<file path="config.mk">
export PLATFORM = sky130hd
export DESIGN_NAME = slid_ctrl
export DESIGN_NICKNAME = d
export VERILOG_FILES = /design/src/rtl/core/slid_pkg.sv /design/src/rtl/core/slid_ctrl.sv
export SDC_FILE = /design/constraint.sdc
export NUM_CORES = 1
export LEC_CHECK = 0
export BUFFER_PORTS_ARGS = -buffer_cell sky130_fd_sc_hd__buf_2
export CAP_MARGIN = 20
export CORE_AREA = 2 2 39 41
export CTS_BUF_LIST = sky130_fd_sc_hd__clkbuf_16
export CTS_CLUSTER_DIAMETER = 40
export DETAILED_ROUTE_END_ITERATION = 7
export DIE_AREA = 0 0 41 43
export PLACE_DENSITY = 0.3
export RECOVER_POWER = 25
export SETUP_SLACK_MARGIN = 0.3
export SLEW_MARGIN = 25
export SYNTH_ARGS = -nofsm -noshare
export SYNTH_HDL_FRONTEND = slang
export SYNTH_SLANG_ARGS = --single-unit
</file>
<file path="constraint.sdc">
create_clock -name clk -period 0.9 [get_ports clk]
set_input_delay 0.27 -clock clk [delete_from_list [all_inputs] [get_ports clk]]
set_output_delay 0.27 -clock clk [all_outputs]
set_load 0.03 [all_outputs]
</file>
<file path="src/rtl/core/slid_pkg.sv">
package slid_pkg;

  localparam int CAPACITY = 64;
  localparam int CAP_W    = (CAPACITY > 1) ? $clog2(CAPACITY) : 1;
  localparam int CNT_W    = $clog2(CAPACITY + 1);
  localparam int RD_GRP   = 8;
  localparam int RD_LSB   = $clog2(RD_GRP);
  localparam int RD_NGRP  = 64 / RD_GRP;

  localparam logic [1:0] CMD_INSERT = 2'd0;
  localparam logic [1:0] CMD_DELETE = 2'd1;
  localparam logic [1:0] CMD_READ   = 2'd2;

  localparam logic [1:0] ST_OK        = 2'd0;
  localparam logic [1:0] ST_FULL      = 2'd1;
  localparam logic [1:0] ST_NOT_FOUND = 2'd2;
  localparam logic [1:0] ST_BAD_INDEX = 2'd3;

  typedef struct packed {
    logic [1:0]         command;
    logic signed [31:0] value;
    logic [5:0]         read_index;
  } in_item_t;

  typedef struct packed {
    logic [1:0]         status;
    logic [6:0]         position;
    logic signed [31:0] read_value;
    logic [6:0]         count;
    logic               empty_res;
  } out_item_t;

  typedef enum logic [1:0] {
    S_IDLE,
    S_EVAL,
    S_APPLY
  } state_t;

  typedef struct packed {
    logic capture;
    logic eval;
    logic apply;
  } ctrl_cmd_t;

  function automatic logic [6:0] to_field7(input logic [CNT_W-1:0] v);
    logic [31:0] t;
    t = 32'(v);
    return t[6:0];
  endfunction

endpackage

</file>
<file path="src/rtl/core/slid_ctrl.sv">
module slid_ctrl
  import slid_pkg::*;
(
  input  logic      clk,
  input  logic      rst_n,
  input  logic      in_valid,
  output logic      in_ready,
  output logic      out_valid,
  input  logic      out_ready,
  output ctrl_cmd_t cmd
);

  state_t state_r, state_nxt;
  logic   out_valid_r, out_valid_nxt;
  logic   out_free;

  always_ff @(posedge clk) begin
    if (!rst_n) begin
      state_r     <= S_IDLE;
      out_valid_r <= 1'b0;
    end else begin
      state_r     <= state_nxt;
      out_valid_r <= out_valid_nxt;
    end
  end

  always_comb begin
    state_nxt   = state_r;
    in_ready    = 1'b0;
    cmd         = '0;
    out_free    = !out_valid_r || out_ready;
    case (state_r)
      S_IDLE: begin
        in_ready    = 1'b1;
        cmd.capture = in_valid;
        if (in_valid) state_nxt = S_EVAL;
      end
      S_EVAL: begin
        cmd.eval  = 1'b1;
        state_nxt = S_APPLY;
      end
      S_APPLY: begin
        // hold the update until the result register can take it
        cmd.apply = out_free;
        if (out_free) state_nxt = S_IDLE;
      end
      default: state_nxt = S_IDLE;
    endcase
    out_valid_nxt = cmd.apply || (out_valid_r && !out_ready);
  end

  assign out_valid = out_valid_r;

  a_apply_free: assert property (@(posedge clk) disable iff (!rst_n)
    cmd.apply |-> (!out_valid_r || out_ready))
    else $error("update while result register busy");

  a_no_accept_busy: assert property (@(posedge clk) disable iff (!rst_n)
    cmd.capture |=> !in_ready ##1 !in_ready)
    else $error("transaction accepted during evaluation");

  a_apply_sets_valid: assert property (@(posedge clk) disable iff (!rst_n)
    cmd.apply |=> out_valid_r)
    else $error("result lost after update");

endmodule

</file>
# Yosys cells after proc, flatten, opt, wreduce, memory -nomap -nowiden
# Index checks and enable logic that the tools add are counted.
[word_totals] inputBits=4 word_cells=20 reg_bits=3
[op_classes] n_reduce_logical=7 n_eq_ne=4 mux=7
[ops] operator="case mux 2 bit (3 select lines)" n=1
[ops] operator="two-way mux 1 bit" n=4
[ops] operator="two-way mux 2 bit" n=2
[ops] operator="inequality test 2 bit (second input constant)" n=2
[ops] operator="== test 2 x 1 -> 1 bit (second input constant)" n=1
[ops] operator="== test 2 bit (second input constant)" n=1
[ops] operator="zero test 1 bit" n=2
[ops] operator="zero test 2 bit" n=1
[ops] operator="logical OR 1 bit" n=2
[ops] operator="AND reduction 2 bit" n=1
[ops] operator="logical AND 1 bit" n=1

# Longest topological paths before layout
[logic_depth] depth_word=4 mapped_depth=2 mapped_depth_nobuf=2

# Worst setup path after synthesis
# Ideal clock, no wire load.
[synth_path] path_kind="flip-flop to output port" startpoint="register out_valid_r, in the netlist out_valid" endpoint="output port cmd[0] (netlist name)" arrival_ns=0.979 required_ns=0.630 stages_incl_launch_ff=3 path_slack_ns=-0.349 n_path_buf=0 cell_sequence="dfxtp_1 nand2b_1 nor2b_1"
[synth_lines] item="from (decl)" line_no="slid_ctrl.sv:14" source="logic out_valid_r, out_valid_nxt;"
[synth_lines] item="from (signal assigned)" line_no="slid_ctrl.sv:23" source="out_valid_r <= out_valid_nxt;"
[synth_lines] item="to (decl)" line_no="slid_ctrl.sv:10" source="output ctrl_cmd_t cmd"

==> flow_metrics.env <==
export IMPL_status="complete, but fails checks"
export IMPL_violations="setup timing"
export IMPL_crit_required_ps=630
export IMPL_netlist_instances=13
export IMPL_sequentialPowerShare_pct=15.4
export IMPL_post_drt_wl_per_cell_um=9.15
export IMPL_path_cells="nand2b_4 -> nor2b_4 -> buf_6"
export IMPL_nets=35
export IMPL_synthFlopType="dfxtp_1"
export IMPL_power_switching_uw=177
export IMPL_routed_wl_um=421
export IMPL_num_io_pins=9
export IMPL_vias_per_cell=3.41
export IMPL_yosys_warnings=0
export IMPL_worstHoldPathType="input port to register"
export IMPL_track_usage_pct=7.12
export IMPL_yosys_top_cells_count="dfxtp_1 (3), nand2b_1 (2)"
export IMPL_yosys_area_top_type_share_pct=43.2
export IMPL_final_area_um2=398
export IMPL_area_growth_pct=186
export IMPL_clk_latency_ps=220
export IMPL_max_stage_delay_ps=350
export IMPL_end_kind="output pin"
export IMPL_arrival_ps=970
export IMPL_ir_drop_mv=1.10
export IMPL_grtUsageMet3_pct=8.38
export IMPL_synth_cell_types=10
export IMPL_cp_start_kind="register"
export IMPL_num_vias=157
export IMPL_gr_total_overflow=0
export IMPL_slew_violations=0
export IMPL_grt_pass1_vias=182
export IMPL_synth_compound_area_share_pct=10.8
export IMPL_fin_setup_tns_ps=-1330
export IMPL_period_share_pct=137
export IMPL_die_area_mm2=0.00176
export IMPL_drc=0
export IMPL_clock_fmax_ghz=0.809
export IMPL_antenna_left=0
export IMPL_finalHoldViolations=0
export IMPL_power_density_mw_per_mm2=2390
export IMPL_io_buffer_count=8
export IMPL_synth_area_leaders="dfxtp_1 (43%), and4bb_1 (9.0%), nand2b_1 (9.0%)"
export IMPL_multi_input_area_um2=111
export IMPL_internal_power_uw=775
export IMPL_core_area_mm2=0.00138
export IMPL_yosysSeqAreaShare_pct=43.2
export IMPL_path_clk_slew_ps=30
export IMPL_drv_cap=0
export IMPL_p_comb_share_pct=12.6
export IMPL_skew_ps=2.12
export IMPL_ctsLongestPathBuffers=2
export IMPL_cts_buffers_inserted=3
export IMPL_fin_ws_ps=-335
export IMPL_power_total_uw=952
export IMPL_final_core_util_pct=28.8
export IMPL_place_gp_congestion=0.553
export IMPL_p_clk_share_pct=72.0
export IMPL_layout_drive_gt1_share_pct=83.3
export IMPL_crit_type="register to output pin"
export IMPL_regArea_um2=71.3
export IMPL_fillers=153
export IMPL_synth_top_area_cell="dfxtp_1"
export IMPL_path_delay_family="flip-flops"
export IMPL_period_minus_slack_ps=1240
export IMPL_antennaDiodeCount=0
export IMPL_synth_edf_count=0
export IMPL_root_buffer="clkbuf_16"
export IMPL_syn_area_per_cell_um2=10.7
export IMPL_synthXorXnorAreaFrac_pct=0
export IMPL_grt_max_degree=6
export IMPL_rsz0062_at_grt="true"
export IMPL_use_met2_pct=8.13
export IMPL_slew_headroom_pct=89.3
export IMPL_cp_max_fo=5
export IMPL_die_h_um=43
export IMPL_ys_async_sr_fraction_pct=0
export IMPL_synthesis_area_um2=139
export IMPL_antenna_found_initial=0
export IMPL_worst_slew_pin_slew_ps=160
export IMPL_synth_nets=17
export IMPL_start_util_pct=10.0
export IMPL_met1_usage_pct=7.37
export IMPL_crit_buf_inv=1
export IMPL_clock_sinks=3
export IMPL_drt_iter0_markers=4
export IMPL_cts_tree="built"
export IMPL_setup_viol=6
export IMPL_rows=14
export IMPL_grt_pass1_wl_um=717
export IMPL_synthSimpleGateAreaFrac_pct=45.9
export IMPL_placed_area_um2=246
export IMPL_synthMuxAreaShare_pct=0
export IMPL_first_pass_iters=2
export IMPL_synth_top_family_by_area="simple AND/OR/NAND/NOR gates"
export IMPL_crit_slowest_cell="dfxtp_4"
export IMPL_grt_busiest_layer="met3"
export IMPL_synth_adder_area_share_pct=0
export IMPL_yosysMostFrequentCell="dfxtp_1"
export IMPL_dieWidth_um=41
export IMPL_p_sw_share_pct=18.5
export IMPL_ys_ff_latch=3
export IMPL_cts_max_level=1
export IMPL_p_leak_uw=0.000183
==> cell type report <==
class	instances	area share, %
sequential	3	17.9
timing repair buffer	13	29.2
clock inverter	1	0.943
tap	16	5.03
multi-input combinational	10	28.0
clock buffer	3	18.9
==> cells in the final DEF, fill, tap and decap left out, drive strengths merged, types with 2 or more instances in the layout <==
| master | instances |
|---|---|
| nand2b | 2 |
| buf | 13 |
| dfxtp | 3 |
| clkbuf | 3 |
==> sequential cells by signal (all words and copies together) (netlist names) <==
register / flops
out_valid: 1
state_r: 2
==> logic make-up after synthesis <==
family           Yosys count
flip-flops                 3
AO/OA/AOI/OAI              2
AND/OR/NAND/NOR            8
==> final timing paths <==
check                               start  slack [ps]  cells past startpoint                      end
setup / recovery  state_r[0]$_SDFFE_PN0P_        -340                      3                   cmd[0]
hold / removal                      rst_n         290                      2  state_r[1]$_SDFFE_PN0P_
setup reg to reg  state_r[0]$_SDFFE_PN0P_           0                      4     out_valid$_SDFF_PN0_
hold reg to reg   state_r[0]$_SDFFE_PN0P_         610                      2  state_r[0]$_SDFFE_PN0P_
==> power by group through the flow <==
stage          sequential, uW  combinational [uW]  clock [uW]
2_1_floorplan             152                55.5           0
3_3_place_gp              150                84.4           0
3_5_place_dp              150                84.3           0
4_1_cts                   147                 108         699
5_1_grt                   147                 127         719
6_report                  146                 120         686
==> worst reg2reg max path: stages (launching register included) <==
cell      delay [ps]
dfxtp_4          350
nand2b_4         160
buf_6            110
buf_6            100
a21boi_2         120
==> per-stage QoR <==
step | setup WS, ps | cells | hold WS, ps
after global routing | -363 | 46 | 308
after detailed placement | -182 | 39 | 509
after global placement | -179 | 39 | 507
final | -335 | 46 | 288
after CTS | -338 | 44 | 288
after floorplan | -84.4 | 13 | 387
==> routing by layer <==
layer / routed length [um] / vias up
met5: 0 / -
met4: 0 / 0
met3: 69 / 0
met2: 172 / 11
met1: 179 / 68
li1: - / 78
==> repair_timing <==
action / CTS / global route
setup endpoints to repair: 8 / 8
cloned: 0 / 0
pin swaps: 2 / 3
buffers inserted: 1 / 2
hold buffers: 0 / 0
gates resized for setup: 12 / 3
Note: power is estimated with default switching activity, not from simulation.
